==> src/sv/fdr_pkg.sv <==
package fdr_pkg;

   // Default number of bytes the frame store holds, including the '@'.
   localparam int STORE_DEPTH_DEF = 10;

   // Smallest fill count at which a line feed closes a frame.
   localparam int MIN_FRAME_LEN = 4;

   // Character codes.
   localparam logic [7:0] CHAR_AT    = 8'h40;
   localparam logic [7:0] CHAR_LF    = 8'h0A;
   localparam logic [7:0] CHAR_TAB   = 8'h09;
   localparam logic [7:0] CHAR_CR    = 8'h0D;
   localparam logic [7:0] CHAR_SPACE = 8'h20;
   localparam logic [7:0] CHAR_PLUS  = 8'h2B;
   localparam logic [7:0] CHAR_MINUS = 8'h2D;
   localparam logic [7:0] CHAR_ZERO  = 8'h30;
   localparam logic [7:0] CHAR_NINE  = 8'h39;

   typedef enum logic [1:0] {
      ST_IDLE,
      ST_SKIP,
      ST_DIGITS,
      ST_DONE
   } state_type;

   // Commands from the controller to the datapath.
   typedef struct packed {
      logic accept;
      logic start;
      logic pos_inc;
      logic set_neg;
      logic acc_step;
      logic load_out;
   } cmd_type;

   // Status from the datapath to the controller.
   typedef struct packed {
      logic frame_end;
      logic pos_at_end;
      logic cur_space;
      logic cur_sign;
      logic cur_digit;
   } status_type;

endpackage

==> src/sv/fdr_datapath.sv <==
module fdr_datapath #(
   parameter int STORE_DEPTH = fdr_pkg::STORE_DEPTH_DEF
) (
   input  logic                clock,
   input  logic                reset,
   input  fdr_pkg::cmd_type    cmd,
   output fdr_pkg::status_type status,
   input  logic [7:0]          req_rx_byte,
   output logic signed [15:0]  rsp_decoded_value
);

   localparam int CNT_W = $clog2(STORE_DEPTH + 1);
   localparam int IDX_W = $clog2(STORE_DEPTH);
   localparam logic [CNT_W-1:0] DEPTH_C = CNT_W'(STORE_DEPTH);
   localparam logic [CNT_W-1:0] MIN_C   = CNT_W'(fdr_pkg::MIN_FRAME_LEN);

   logic [7:0]       store_ff [STORE_DEPTH];
   logic [CNT_W-1:0] fill_ff, fill_in;
   logic [CNT_W-1:0] pos_ff, pos_in;
   logic [CNT_W-1:0] end_ff, end_in;
   logic             neg_ff, neg_in;
   logic [15:0]      acc_ff, acc_in;
   logic [15:0]      out_ff, out_in;

   logic             is_at;
   logic             can_store;
   logic [CNT_W-1:0] fill_inc;
   logic [7:0]       cur_byte;
   logic [3:0]       digit;

   assign is_at     = (req_rx_byte == fdr_pkg::CHAR_AT);
   assign can_store = !is_at && (fill_ff != '0) && (fill_ff < DEPTH_C);
   assign fill_inc  = fill_ff + CNT_W'(1);
   assign cur_byte  = store_ff[pos_ff[IDX_W-1:0]];
   assign digit     = cur_byte[3:0] - fdr_pkg::CHAR_ZERO[3:0];

   always_comb begin
      status.frame_end  = can_store && (req_rx_byte == fdr_pkg::CHAR_LF) &&
                          (fill_inc >= MIN_C);
      status.pos_at_end = (pos_ff == end_ff);
      status.cur_space  = (cur_byte == fdr_pkg::CHAR_SPACE) ||
                          ((cur_byte >= fdr_pkg::CHAR_TAB) &&
                           (cur_byte <= fdr_pkg::CHAR_CR));
      status.cur_sign   = (cur_byte == fdr_pkg::CHAR_PLUS) ||
                          (cur_byte == fdr_pkg::CHAR_MINUS);
      status.cur_digit  = (cur_byte >= fdr_pkg::CHAR_ZERO) &&
                          (cur_byte <= fdr_pkg::CHAR_NINE);
   end

   always_comb begin
      fill_in = fill_ff;
      pos_in  = pos_ff;
      end_in  = end_ff;
      neg_in  = neg_ff;
      acc_in  = acc_ff;
      out_in  = out_ff;
      if (cmd.accept) begin
         if (is_at) begin
            fill_in = CNT_W'(1);
         end else if (can_store) begin
            fill_in = status.frame_end ? '0 : fill_inc;
         end
      end
      if (cmd.start) begin
         // Payload runs from entry 1 up to the entry before the last two.
         pos_in = CNT_W'(1);
         end_in = fill_ff - CNT_W'(1);
         neg_in = 1'b0;
         acc_in = '0;
      end
      if (cmd.pos_inc) begin
         pos_in = pos_ff + CNT_W'(1);
      end
      if (cmd.set_neg) begin
         neg_in = (cur_byte == fdr_pkg::CHAR_MINUS);
      end
      if (cmd.acc_step) begin
         acc_in = (acc_ff << 3) + (acc_ff << 1) + {12'd0, digit};
      end
      if (cmd.load_out) begin
         out_in = neg_ff ? (16'd0 - acc_ff) : acc_ff;
      end
   end

   always_ff @(posedge clock) begin
      if (reset) begin
         fill_ff <= '0;
      end else begin
         fill_ff <= fill_in;
      end
   end

   always_ff @(posedge clock) begin
      pos_ff <= pos_in;
      end_ff <= end_in;
      neg_ff <= neg_in;
      acc_ff <= acc_in;
      out_ff <= out_in;
   end

   always_ff @(posedge clock) begin
      for (int i = 0; i < STORE_DEPTH; i++) begin
         if (cmd.accept && ((is_at && i == 0) ||
             (can_store && fill_ff[IDX_W-1:0] == IDX_W'(i)))) begin
            store_ff[i] <= req_rx_byte;
         end
      end
   end

   assign rsp_decoded_value = out_ff;

endmodule

==> src/sv/fdr_controller.sv <==
module fdr_controller (
   input  logic                clock,
   input  logic                reset,
   input  logic                req_valid,
   output logic                req_stall,
   output logic                rsp_valid,
   input  logic                rsp_stall,
   input  fdr_pkg::status_type status,
   output fdr_pkg::cmd_type    cmd
);

   fdr_pkg::state_type state_ff, state_in;
   logic               rsp_valid_ff, rsp_valid_in;

   always_ff @(posedge clock) begin
      if (reset) begin
         state_ff     <= fdr_pkg::ST_IDLE;
         rsp_valid_ff <= 1'b0;
      end else begin
         state_ff     <= state_in;
         rsp_valid_ff <= rsp_valid_in;
      end
   end

   always_comb begin
      state_in  = state_ff;
      cmd       = '0;
      req_stall = 1'b1;
      unique case (state_ff)
         fdr_pkg::ST_IDLE: begin
            req_stall  = 1'b0;
            cmd.accept = req_valid;
            if (req_valid && status.frame_end) begin
               cmd.start = 1'b1;
               state_in  = fdr_pkg::ST_SKIP;
            end
         end
         fdr_pkg::ST_SKIP: begin
            priority if (status.pos_at_end) begin
               state_in = fdr_pkg::ST_DONE;
            end else if (status.cur_space) begin
               cmd.pos_inc = 1'b1;
            end else if (status.cur_sign) begin
               cmd.set_neg = 1'b1;
               cmd.pos_inc = 1'b1;
               state_in    = fdr_pkg::ST_DIGITS;
            end else begin
               state_in = fdr_pkg::ST_DIGITS;
            end
         end
         fdr_pkg::ST_DIGITS: begin
            if (!status.pos_at_end && status.cur_digit) begin
               cmd.acc_step = 1'b1;
               cmd.pos_inc  = 1'b1;
            end else begin
               state_in = fdr_pkg::ST_DONE;
            end
         end
         fdr_pkg::ST_DONE: begin
            if (!rsp_valid_ff || !rsp_stall) begin
               cmd.load_out = 1'b1;
               state_in     = fdr_pkg::ST_IDLE;
            end
         end
         default: state_in = fdr_pkg::ST_IDLE;
      endcase
   end

   always_comb begin
      rsp_valid_in = rsp_valid_ff;
      if (rsp_valid_ff && !rsp_stall) begin
         rsp_valid_in = 1'b0;
      end
      if (cmd.load_out) begin
         rsp_valid_in = 1'b1;
      end
   end

   assign rsp_valid = rsp_valid_ff;

endmodule

==> src/sv/framed_ascii_decimal_receiver.sv <==
// Framed ASCII decimal receiver.
//
// The request channel carries one received character per transaction on
// req_rx_byte. Frames have the form '@', payload, two trailing bytes (CR LF);
// a line feed that brings the stored count to four or more closes the frame.
// The payload is then read like C atoi: leading whitespace, an optional sign,
// and decimal digits up to the first non-digit, wrapped to 16 bits.
// The response channel carries one transaction per closed frame with the
// signed value on rsp_decoded_value; other bytes produce no response.
//
// Ordinary bytes are taken one per cycle while no conversion runs, so they
// may arrive back to back. The closing line feed starts the conversion,
// which walks the stored payload one character per cycle; the response
// follows once the payload is walked (at most seven characters with the
// default store depth). req_stall is high while the conversion runs.
// The result sits in an output register, so new bytes are taken while it
// waits; if rsp_stall holds it while a second conversion finishes, that
// conversion waits in its final step and req_stall stays high until the
// first result is taken. Reset clears the frame and any pending result.
module framed_ascii_decimal_receiver #(
   parameter int STORE_DEPTH = fdr_pkg::STORE_DEPTH_DEF
) (
   input  logic               clock,
   input  logic               reset,
   input  logic               req_valid,
   output logic               req_stall,
   input  logic [7:0]         req_rx_byte,
   output logic               rsp_valid,
   input  logic               rsp_stall,
   output logic signed [15:0] rsp_decoded_value
);

   // Commands and status between the sequencer and the datapath.
   fdr_pkg::cmd_type    cmd;
   fdr_pkg::status_type status;

   fdr_controller u_controller (
      .clock     (clock),
      .reset     (reset),
      .req_valid (req_valid),
      .req_stall (req_stall),
      .rsp_valid (rsp_valid),
      .rsp_stall (rsp_stall),
      .status    (status),
      .cmd       (cmd)
   );

   // The datapath holds the frame store, fill count, the conversion pointer
   // and accumulator, and the output register.
   fdr_datapath #(
      .STORE_DEPTH (STORE_DEPTH)
   ) u_datapath (
      .clock             (clock),
      .reset             (reset),
      .cmd               (cmd),
      .status            (status),
      .req_rx_byte       (req_rx_byte),
      .rsp_decoded_value (rsp_decoded_value)
   );

endmodule

==> config.mk <==
export PLATFORM = sky130hd
export DESIGN_NAME = framed_ascii_decimal_receiver
export DESIGN_NICKNAME = d
export VERILOG_FILES = /design/src/sv/fdr_pkg.sv /design/src/sv/fdr_datapath.sv /design/src/sv/fdr_controller.sv /design/src/sv/framed_ascii_decimal_receiver.sv
export SDC_FILE = /design/constraint.sdc
export NUM_CORES = 1
export LEC_CHECK = 0
export ABC_AREA = 1
export BUFFER_PORTS_ARGS = -buffer_cell sky130_fd_sc_hd__buf_2
export CAP_MARGIN = 20
export CORE_MARGIN = 8
export CORE_UTILIZATION = 25
export CTS_CLUSTER_SIZE = 28
export DETAILED_ROUTE_END_ITERATION = 6
export PLACE_DENSITY = 0.38
export SETUP_SLACK_MARGIN = 0.3
export SLEW_MARGIN = 20
export SYNTH_ARGS = -nofsm -noshare
export SYNTH_HDL_FRONTEND = slang
export SYNTH_SLANG_ARGS = --single-unit
==> constraint.sdc <==
create_clock -name clock -period 8.4 [get_ports clock]
set_clock_uncertainty 0.05 [all_clocks]
set_input_delay 0.84 -clock clock [delete_from_list [all_inputs] [get_ports clock]]
set_output_delay 0.84 -clock clock [all_outputs]
set_load 0.03 [all_outputs]
Yosys cells after proc, flatten, opt, wreduce, memory -nomap -nowiden
Memories as Yosys holds them, arrays and structs flattened. A register that Yosys moved wholly into a read port is not among the register bits.
Index checks and enable logic that the tools add are counted.
{"block": "classes", "addsub": 6, "mul": 0, "div_mod_pow": 0, "magnitude_cmp": 6, "n_eq_ne": 22, "shift": 0, "mux": 79, "bitwise_logic": 0, "n_reduce_logical": 56}
{"cell": "two-way mux 8 bit", "n": 9}
{"cell": "OR reduction 8 bit", "n": 9}
{"cell": "two-way mux 4 bit", "n": 15}
{"cell": "two-way mux 16 bit", "n": 3}
{"cell": "two-way mux 1 bit", "n": 42}
{"cell": "logical AND 1 bit", "n": 29}
{"cell": "equality test 8 x 6 -> 1 bit, second input constant", "n": 3}
{"cell": "adder 16 bit", "n": 1}
{"cell": "adder 16 x 4 -> 16 bit", "n": 1}
{"cell": "equality test 4 x 3 -> 1 bit, second input constant", "n": 4}
{"cell": "two-way mux 2 bit", "n": 8}
{"cell": "subtractor 1 x 16 -> 16 bit, first input constant", "n": 1}
{"cell": "nonzero test 2 bit", "n": 5}
{"cell": "adder 4 x 1 -> 4 bit, second input constant", "n": 2}
{"cell": "equality test 4 x 2 -> 1 bit, second input constant", "n": 2}
{"cell": "equality test 4 bit, second input constant", "n": 2}
{"cell": "equality test 8 x 4 -> 1 bit, second input constant", "n": 1}
{"cell": "equality test 8 x 7 -> 1 bit, second input constant", "n": 1}
{"cell": ">= comparator 8 x 4 -> 1 bit, second input constant", "n": 1}
{"cell": ">= comparator 8 x 6 -> 1 bit, second input constant", "n": 1}
{"cell": "less-or-equal comparator 8 x 4 -> 1 bit, second input constant", "n": 1}
{"cell": "less-or-equal comparator 8 x 6 -> 1 bit, second input constant", "n": 1}
{"cell": "one-hot mux 2 bit (4 select lines)", "n": 1}
{"cell": "equality test 2 bit, second input constant", "n": 2}
{"cell": "other kinds (17)", "n": 24}
{"block": "word_totals", "reg_bits": 48, "latch_bits": 0, "mem_bits_rw": 80, "romBits": 0, "inputBits": 12, "out_inout_bits": 18, "word_cells": 178, "memories": 1}
{"name": "u_datapath.store_ff", "depth": 10, "word_bits": 8, "rd": 1, "rd_ports_with_merged_regs": 1, "write_ports": 1, "line": "fdr_datapath.sv:17", "rtl": "logic [7:0] store_ff [STORE_DEPTH];"}

Depth between registers and ports, before layout
Gate-level depths: netlist (run 1).
{"block": "depth", "depth_word": 22, "mapped_depth": 21}

Cells and area by module
From an unflattened synthesis (run 1), not the netlist that was laid out.
{"block": "hier_totals", "hier_cells": 687, "hier_area_um2": 6859.1}
{"mod": "fdr_datapath", "n_inst": 1, "cells_each": 639, "area_each_um2": 6522.5, "seq_area_each_um2": 3793.6}
{"mod": "fdr_controller", "n_inst": 1, "cells_each": 48, "area_each_um2": 336.6, "seq_area_each_um2": 60.1}

Worst setup path after synthesis (run 1)
OpenSTA, ideal clock, no wires.
{"block": "synth_path", "path_kind": "register -> register", "start": "register with a tool-made name", "end": "register u_datapath.acc_ff[13] (data pin)", "setup_ps": 262, "t_arrival_ps": 2828, "required_time_ps": 8088, "path_slack_ps": 5259, "stages_incl_launch_ff": 21, "cell_sequence": "dfxtp_1 -> inv_2 -> buf_6 -> nand2_1 -> nand2_1 -> nand2_1 -> nand3_1 -> nand3_1 -> nand2_2 -> fa_1 -> ha_1 -> nand3_1 -> nand2_1 -> nand2_1 -> nand2_1 -> a21oi_1 -> o21ai_0 -> a21boi_0 -> o21ai_0 -> o21ai_1 -> a21oi_1"}
{"element": "to (signal assigned)", "line": "fdr_datapath.sv:97", "rtl": "acc_ff <= acc_in;"}
{"element": "to (decl)", "line": "fdr_datapath.sv:22", "rtl": "logic [15:0] acc_ff, acc_in;"}

==> out/qor.yml, run 1 <==
ys_seq_elements: 132
routed_wl_mm: 15.3
holdBufCountCts: 0
cts.sinks: 132
synthesis.area_um2: 6680
grt_antenna_before_repair: 0
routedWlPerCell_um: 14.7
internal_power_mw: 1.29
finalPower_mw: 1.73
portBuffers: 29
cts_setup_buffers: 0
slowest_stage: "fa_1"
synth.distinct_cells: 42
hold_viol_final: 0
fmax_mhz: 241
cp_max_fo: 40
critPathTopFamily: "compound AO/OA/AOI/OAI gates"
syn_area_per_cell_um2: 10.2
core-area_um2: 26600
cts-resized-gates: 0
status: "finished, final reports clean"
grt_max_degree: 41
ys.flop_type: "edfxtp_1"
drv_slew: 0
vias: 4538
fp.dieH_um: 179
fin_util_pct: 29.4
clockPowerShare_pct: 47.2
powerDensity_nw_per_um2: 221
seq_area_frac_synth_pct: 57.7
cts_root_buffer: "clkbuf_16"
worstPathArrival_ps: 4260
vias_per_cell: 4.35
syn_to_final_growth_pct: 17.2
vdd_drop_max_mv: 0.0958
initial_utilization_pct: 25.1
path_class: "reg2reg"
setup_viol: 0
setup_tns_ps: 0
cts_tree: "yes"
min_period_ps: 4140
final_nets: 740
min_path_type: "reg2reg"
cellLeakagePower_nw: 3.11
tightest_slew_ps: 1040
grt_usage_pct: 9.67
drtAntennaViolNets: 0
relSlewSlack_pct: 30.1
drt_iter0_drc: 272
critPathBufInv: 2
reg2reg_slack_ps: 4260
synth_edf_count: 121
crit_required_ps: 8520
grt_setup_unrepaired: "false"
layout-drive-gt1-share_pct: 13.7
grt_overflow: 0
numCtsBuffers: 17
p_comb_share_pct: 9.9
async_reset_ff_share_pct: 0
fill_cells: 2785
ys_warn_count: 0
rows: 60
diodes: 0
syn-num-nets: 704
crit_path_start_kind: "register"
p_sw_share_pct: 25.5
grt_first_pass_wirelength_mm: 24.6
p_seq_share_pct: 42.9
ios: 30
clk_pin_slew_ps: 60
path_cells: "buf_4 > inv_2 > nand2_1 > nand2_1 > nand2_1 > nand3_1 > nand3_1 > nand2_2 > fa_1 > ha_1 > a21oi_1 > nand2_1 > nand2_1 > nand2_1 > a21oi_1 > o21ai_0 > a21boi_0 > o21ai_0 > o21ai_1 > a21oi_1"
cap_violations: 0
place_hpwl_mm: 10.5
htreeDepth: 4
first_pass_iters: 4
die-area_um2: 32200
clk_path_buf_depth: 2
critPathMostFrequentCell: "nand2_1"
switching_power_mw: 0.442
gp_congestion: 0.796
grt_pass1_vias: 4614
slowest_delay_ps: 390
fin_crit_sh_pct: 49.3
clkLatencyLatePin_ps: 420
drc_errors: 0
crit_path_end_kind: "register"
syn_inst: 653
die-width_um: 179
routing by layer:
layer | wire (µm) | track usage, % | vias to the layer above
met4 | 246 | 3.63 | 0
met5 | 0 | 0 | -
met2 | 7140 | 15.7 | 79
met1 | 7440 | 12.2 | 2155
li1 | - | - | 2284
met3 | 457 | 2.50 | 20
cell type report:
cell class                      instances  area [µm²]  area share (%)
Sequential cell                       132        3850            49.3
Inverter                               85         322            4.11
Clock inverter                         15         215            2.75
Multi-Input combinational cell        423        2430            31.0
Clock buffer                           17         425            5.44
Timing Repair Buffer                   30         153            1.95
Tap cell                              341         427            5.45
worst paths after layout:
check	start	to	cells after the start
setup / recovery	register	u_datapath.acc_ff[13]	20
setup reg to reg	register	u_datapath.acc_ff[13]	20
hold / removal	u_controller.rsp_valid	u_controller.rsp_valid	2
hold reg to reg	u_controller.rsp_valid	u_controller.rsp_valid	2
placed cells by master (no fill, tap or decap), types with 11 or more instances in the layout:
cell	netlist	layout
nand2_1	129	129
edfxtp_1	121	121
inv_1	75	75
nor2_1	61	59
nand3_1	46	46
ha_1	37	37
buf_2	5	29
a21oi_1	29	28
o21ai_1	21	21
xor2_1	19	19
o21ai_0	17	17
clkbuf_16	0	17
dfxtp_1	11	11
through the flow:
stage,setup WS (ps),hold WS [ps],cells,area (µm²)
detailed placement,4270,461,1011,7170
finish,4260,467,1043,7820
global placement,4400,448,1011,7170
floorplan,5260,461,653,6680
global route,3740,505,1043,7820
CTS,4240,469,1043,7810
sequential cells by signal, indices dropped and copies added (netlist names), named ones only:
signal,flops
u_datapath.store_ff,80
u_datapath.acc_ff,16
u_datapath.rsp_decoded_value,16
u_datapath.end_ff,4
u_datapath.fill_ff,4
u_datapath.pos_ff,4
u_controller.state_ff,2
u_controller.rsp_valid,1
u_datapath.neg_ff,1
logic make-up (layout without fill, tap and decap cells):
logic type                 after synthesis  in the layout  synth area share [%]
DFF                                    132            132                  57.7
AOI/OAI and AO/OA                       84             84                  6.90
xor gates and xnor gates                27             27                  3.54
buffers and inverters                   98            147                  6.26
and+or+nand+nor                        273            273                  18.0
adders and majority gates               39             39                  7.54
power groups by stage:
stage	logic, mW	registers, mW	clock network [mW]
floorplan	0.112	0.766	0
global placement	0.170	0.755	0
detailed placement	0.173	0.756	0
CTS	0.175	0.742	0.835
global route	0.195	0.743	0.859
finish	0.171	0.742	0.818
Yosys cell counts, drive strengths merged, types with 8 or more instances:
master	count	share of area, %
xor2	19	2.5
edfxtp	121	54
buf	11	1.3
nand2	139	8.3
ha	37	6.9
nand3	47	3.6
nor3	8	0.60
inv	84	4.8
a21oi	30	2.3
nor2	66	4.0
xnor2	8	1.0
o21ai	38	2.8
dfxtp	11	3.3
worst min-delay path: stages (launching register included):
cell	delay, ps
dfxtp_1	320
nand2_1	80
a21oi_1	60
No activity file was read; power rests on OpenSTA's default activity.
==> inputs of run 2 (changes only) <==
==> constraint.sdc (replaced) <==
create_clock -name clock -period 4.3 [get_ports clock]
set_clock_uncertainty 0.05 [all_clocks]
set_input_delay 0.43 -clock clock [delete_from_list [all_inputs] [get_ports clock]]
set_output_delay 0.43 -clock clock [all_outputs]
set_load 0.03 [all_outputs]
==> run 2 against run 1 <==
  * Register-to-register slack worse by 3500 ps
  * Critical path type unchanged
  * Non-clock buffer count up 4
  * Clock power up 92%
  * Flip-flop and latch count unchanged
  * First-iteration DRC count down 10%
  * Design area up 0.27%
  * Hold slack worse by 200 ps
  * Core utilization up 0.080 points
  * Combinational power up 99%
==> out/qor.yml, run 2 (synthesis gave the netlist of run 1 again) <==
status: "finished, final reports clean"
min_path_type: "in2reg"
multiInputGateArea_um2: 2420
cap_violations: 0
ios: 30
syn_to_final_growth_pct: 17.5
cp_max_fo: 18
largest_reg_flops: 80
diodes: 0
cts_root_buffer: "clkbuf_16"
relSlewSlack_pct: 35.7
cts_tree: "yes"
grt_overflow: 0
clk_pin_slew_ps: 70
vdd_drop_max_mv: 0.189
topRoutingLayerUsed: "met4"
drt_iter0_drc: 244
p_seq_share_pct: 43.1
final_area_um2: 7850
layout-drive-gt1-share_pct: 14.0
min_period_ps: 3550
p_comb_share_pct: 10.1
switching_power_mw: 0.890
place_hpwl_mm: 11.0
powerDensity_nw_per_um2: 429
final_nets: 744
crit_path_start_kind: "register"
internal_power_mw: 2.47
tightest_slew_ps: 962
vias_per_cell: 4.33
hold_viol_final: 0
portBuffers: 29
grt_antenna_before_repair: 0
rows: 60
mostFrequentLayoutCells: "nand2_1 (129), edfxtp_1 (121), inv_1 (75)"
initial_utilization_pct: 25.1
fin_crit_sh_pct: 82.5
worstPathArrival_ps: 3660
routedWlPerCell_um: 14.5
routed_wl_mm: 15.1
gp_congestion: 0.772
wl_met1_mm: 7.37
cts-resized-gates: 0
seqCellArea_um2: 3850
detailed_place.area_um2: 7210
clkLatencyLatePin_ps: 420
die-width_um: 179
die-area_um2: 32200
clockPowerShare_pct: 46.8
holdBufCountCts: 0
wl_met2_mm: 7.05
cellLeakagePower_nw: 3.11
p_sw_share_pct: 26.5
fmax_mhz: 282
grt_pass1_vias: 4546
cts.sinks: 132
grt_first_pass_wirelength_mm: 24.2
grt_usage_pct: 9.53
cts_setup_buffers: 0
path_class: "reg2reg"
crit_required_ps: 4420
fp.dieH_um: 179
fill_cells: 2787
dr_wl_met3_um: 495
drtAntennaViolNets: 0
top_register: "u_datapath.store_ff"
reg2reg_slack_ps: 750
numCtsBuffers: 17
setup_viol: 0
drc_errors: 0
final_common_cell: "nand2_1"
grt_max_degree: 40
first_pass_iters: 5
vias: 4532
clk_path_buf_depth: 2
crit_path_end_kind: "register"
htreeDepth: 4
setup_tns_ps: 0
drv_slew: 0
core-area_um2: 26600
grt_setup_unrepaired: "false"
-- run 2: metrics by stage --
step / worst slack, ps / hold slack [ps] / instances / util (%) / total power [mW]
4_1_cts: 632 / 237 / 1047 / 29.5 / 3.41
2_1_floorplan: 1160 / 449 / 653 / - / 1.72
6_report: 754 / 266 / 1047 / 29.5 / 3.36
3_5_place_dp: 675 / 460 / 1015 / 27.1 / 1.83
5_1_grt: 368 / 253 / 1047 / 29.5 / 3.50
3_3_place_gp: 814 / 454 / 1015 / 27.1 / 1.81
-- run 2: final cells by class --
class                      count  area share, %
clock buffer                  17           5.42
clock inverter                15           2.62
inverter                      85           4.10
multi-input combinational    423           30.8
sequential                   132           49.1
tap                          341           5.44
timing repair buffer          34           2.49
-- run 2: power groups by stage --
stage / clock [mW] / sequential (mW) / combinational, mW
after global placement: 0 / 1.47 / 0.339
after CTS: 1.61 / 1.45 / 0.349
final: 1.57 / 1.45 / 0.341
after floorplan: 0 / 1.50 / 0.220
after detailed placement: 0 / 1.48 / 0.348
after global routing: 1.66 / 1.45 / 0.387
-- run 2: critical path: stages (launching register included) --
cell and delay, ps:
dfxtp_1 350, inv_2 250, nand2_1 100, nand2_1 70, nand2_1 60, nand3_1 90
nand3_1 110, nand2_2 150, fa_1 480, ha_1 330, nand3_1 80, nand2_1 70
nand2_1 70, nand2_1 60, a21oi_1 230, o21ai_0 180, a21boi_1 240, o21ai_0 130
o21ai_1 140, a21oi_1 50
-- run 2: final timing paths --
path                                        startpoint                endpoint  cells past startpoint
worst max-delay path                          register   u_datapath.acc_ff[13]                     19
worst min-delay path                             reset   u_datapath.fill_ff[3]                      2
worst max register to register                register   u_datapath.acc_ff[13]                     19
worst min register to register  u_controller.rsp_valid  u_controller.rsp_valid                      2
-- run 2: metal layers --
layer / up-vias / GRT usage [%]
li1: 2293 / -
met1: 2145 / 12.2
met2: 78 / 15.4
met3: 16 / 2.42
met4: 0 / 3.53
met5: - / 0
==> inputs of run 3 (changes only) <==
--- a/config.mk
+++ b/config.mk
@@ -12,7 +12,7 @@
 export CORE_UTILIZATION = 25
 export CTS_CLUSTER_SIZE = 28
 export DETAILED_ROUTE_END_ITERATION = 6
-export PLACE_DENSITY = 0.38
+export PLACE_DENSITY = 0.4
 export SETUP_SLACK_MARGIN = 0.3
 export SLEW_MARGIN = 20
 export SYNTH_ARGS = -nofsm -noshare
==> constraint.sdc (replaced) <==
create_clock -name clock -period 2.95 [get_ports clock]
set_clock_uncertainty 0.05 [all_clocks]
set_input_delay 0.295 -clock clock [delete_from_list [all_inputs] [get_ports clock]]
set_output_delay 0.295 -clock clock [all_outputs]
set_load 0.03 [all_outputs]
==> run 3 against run 2 <==
  * The run now ends with negative setup slack left
  * Clock power rose by 36%
  * Hold slack got worse by 150 ps
  * Final cell count rose by 4.7%
  * Highest routed layer unchanged
  * Flip-flop and latch count did not move
  * Die area did not move
  * Wire length rose by 6.9%
  * Critical endpoint unchanged
  * Critical path type unchanged
  * Maximum frequency rose by 17%
  * Via count rose by 4.9%
==> out/qor.yml, run 3 (synthesis gave the netlist of run 1 again) <==
gp_congestion: 0.826
critPathMostFrequentCell: "nand2_1"
crit_required_ps: 3080
tightest_slew_ps: 478
clk_path_buf_depth: 2
grt_overflow: 0
rows: 60
worstPathArrival_ps: 3150
clk_pin_slew_ps: 70
vias_per_cell: 4.34
drv_slew: 0
detailed_place.area_um2: 7580
status: "finished, violations left"
cp_max_fo: 6
mostFrequentLayoutCells: "nand2_1 (127), edfxtp_1 (121), inv_1 (74)"
slowest_stage: "fa_1"
numCtsBuffers: 17
critPathBufInv: 1
core-area_um2: 26600
failed_checks: "negative setup slack"
vias: 4752
vdd_drop_max_mv: 0.302
largest_reg_flops: 80
finalWorstSetupSlack_ps: -70.3
grt_antenna_before_repair: 0
routed_wl_mm: 16.2
grt_first_pass_wirelength_mm: 26.0
hold_viol_final: 0
grt_usage_pct: 10.2
finalPower_mw: 4.83
syn_to_final_growth_pct: 26.1
cellLeakagePower_nw: 3.40
htreeDepth: 4
cts_tree: "yes"
drt_iter0_drc: 263
top_register: "u_datapath.store_ff"
fin_crit_sh_pct: 102
slowest_delay_ps: 450
path_cells: "buf_6 > nand2_2 > nand2_1 > nand2_1 > nand3_1 > nand3_1 > nand2_2 > fa_1 > ha_1 > nand3_1 > nand2_1 > nand2_1 > nand2_2 > a21oi_4 > o21ai_2 > a21boi_2 > o21ai_2 > o21ai_1 > a21oi_1"
routedWlPerCell_um: 14.8
critPathTopFamily: "adder cells"
min_period_ps: 3020
die-area_um2: 32200
portBuffers: 29
grt_pass1_vias: 4859
first_pass_iters: 7
fmax_mhz: 331
cts_root_buffer: "clkbuf_16"
cap_violations: 0
path_class: "reg2reg"
drtAntennaViolNets: 0
grt_setup_unrepaired: "true"
powerDensity_nw_per_um2: 574
reg2reg_slack_ps: -70
crit_path_end_kind: "register"
final_nets: 793
drc_errors: 0
fp.dieH_um: 179
crit_path_start_kind: "register"
final_area_um2: 8420
diodes: 0
initial_utilization_pct: 25.1
ios: 30
layout-drive-gt1-share_pct: 23.2
cts.sinks: 132
place_hpwl_mm: 11.6
min_path_type: "in2reg"
relSlewSlack_pct: 67.8
die-width_um: 179
clkLatencyLatePin_ps: 420
grt_max_degree: 18
setup_viol: 2
final_common_cell: "nand2_1"
## run 3: cell count changes in the layout (fill, tap and decap cells not counted), moves of 4 or more
cell / previous run / this run
nand3_2: 1 / 5
buf_6: 0 / 9
buf_4: 4 / 41
o21ai_2: 0 / 5
nand3_1: 46 / 42
a21oi_1: 28 / 23
a21oi_2: 2 / 6
o21ai_0: 17 / 13
ha_1: 37 / 33
## run 3: repair_timing
| action | in CTS | in global routing |
|---|---|---|
| buffers inserted | 3 | 4 |
| endpoints found under the setup margin | 9 | 34 |
| hold endpoints to repair | 0 | 0 |
| hold buffers | 0 | 0 |
| resized for setup | 24 | 16 |
| pin swaps | 10 | 13 |
## run 3: area by class of cell
cell class	instances	area (µm²)
Fill cell	2773	18200
Timing Repair Buffer	83	634
Multi-Input combinational cell	423	2570
Sequential cell	132	3860
Inverter	85	324
Clock buffer	17	425
Clock inverter	15	174
Tap cell	341	427
## run 3: report_power, final
group / total, mW / internal [mW] / leakage, nW / switching (mW)
combinational: 0.583 / 0.209 / 1.94 / 0.374
sequential: 2.11 / 2.08 / 1.16 / 0.0315
clock: 2.14 / 1.15 / 0.295 / 0.983
## run 3: path summary, 6_finish.rpt
| check | startpoint | to | cells past startpoint |
|---|---|---|---|
| min reg2reg | u_controller.rsp_valid | u_controller.rsp_valid | 2 |
| max reg2reg | register | u_datapath.acc_ff[13] | 19 |
| max | register | u_datapath.acc_ff[13] | 19 |
| min | reset | u_datapath.fill_ff[3] | 2 |
## run 3: worst register-to-register path, delay by kind of cell, from the launching register on
kind                       cells  cell delay (ps)
adders and majority gates      2              760
and+or+nand+nor               10              740
AOI/OAI and AO/OA              6              720
DFF                            1              380
buffers and inverters          1              140
## run 3: stage by stage
step	worst slack, ps	hold WS (ps)	instances	util (%)	TNS (ps)
final	-70.3	118	1096	31.7	-75.6
after global routing	-248	124	1096	31.7	-1120
after CTS	11.6	116	1092	31.3	0
after detailed placement	-110	465	1057	28.5	-327
after global placement	-57.8	455	1057	28.5	-143
after floorplan	11.0	314	653	-	0
## run 3: metal layers
metal	track usage (%)	vias up	routed length (µm)
li1	-	2390	-
met1	13.0	2276	7790
met2	17.1	75	7740
met3	2.26	11	456
met4	3.37	0	202
met5	0	-	0
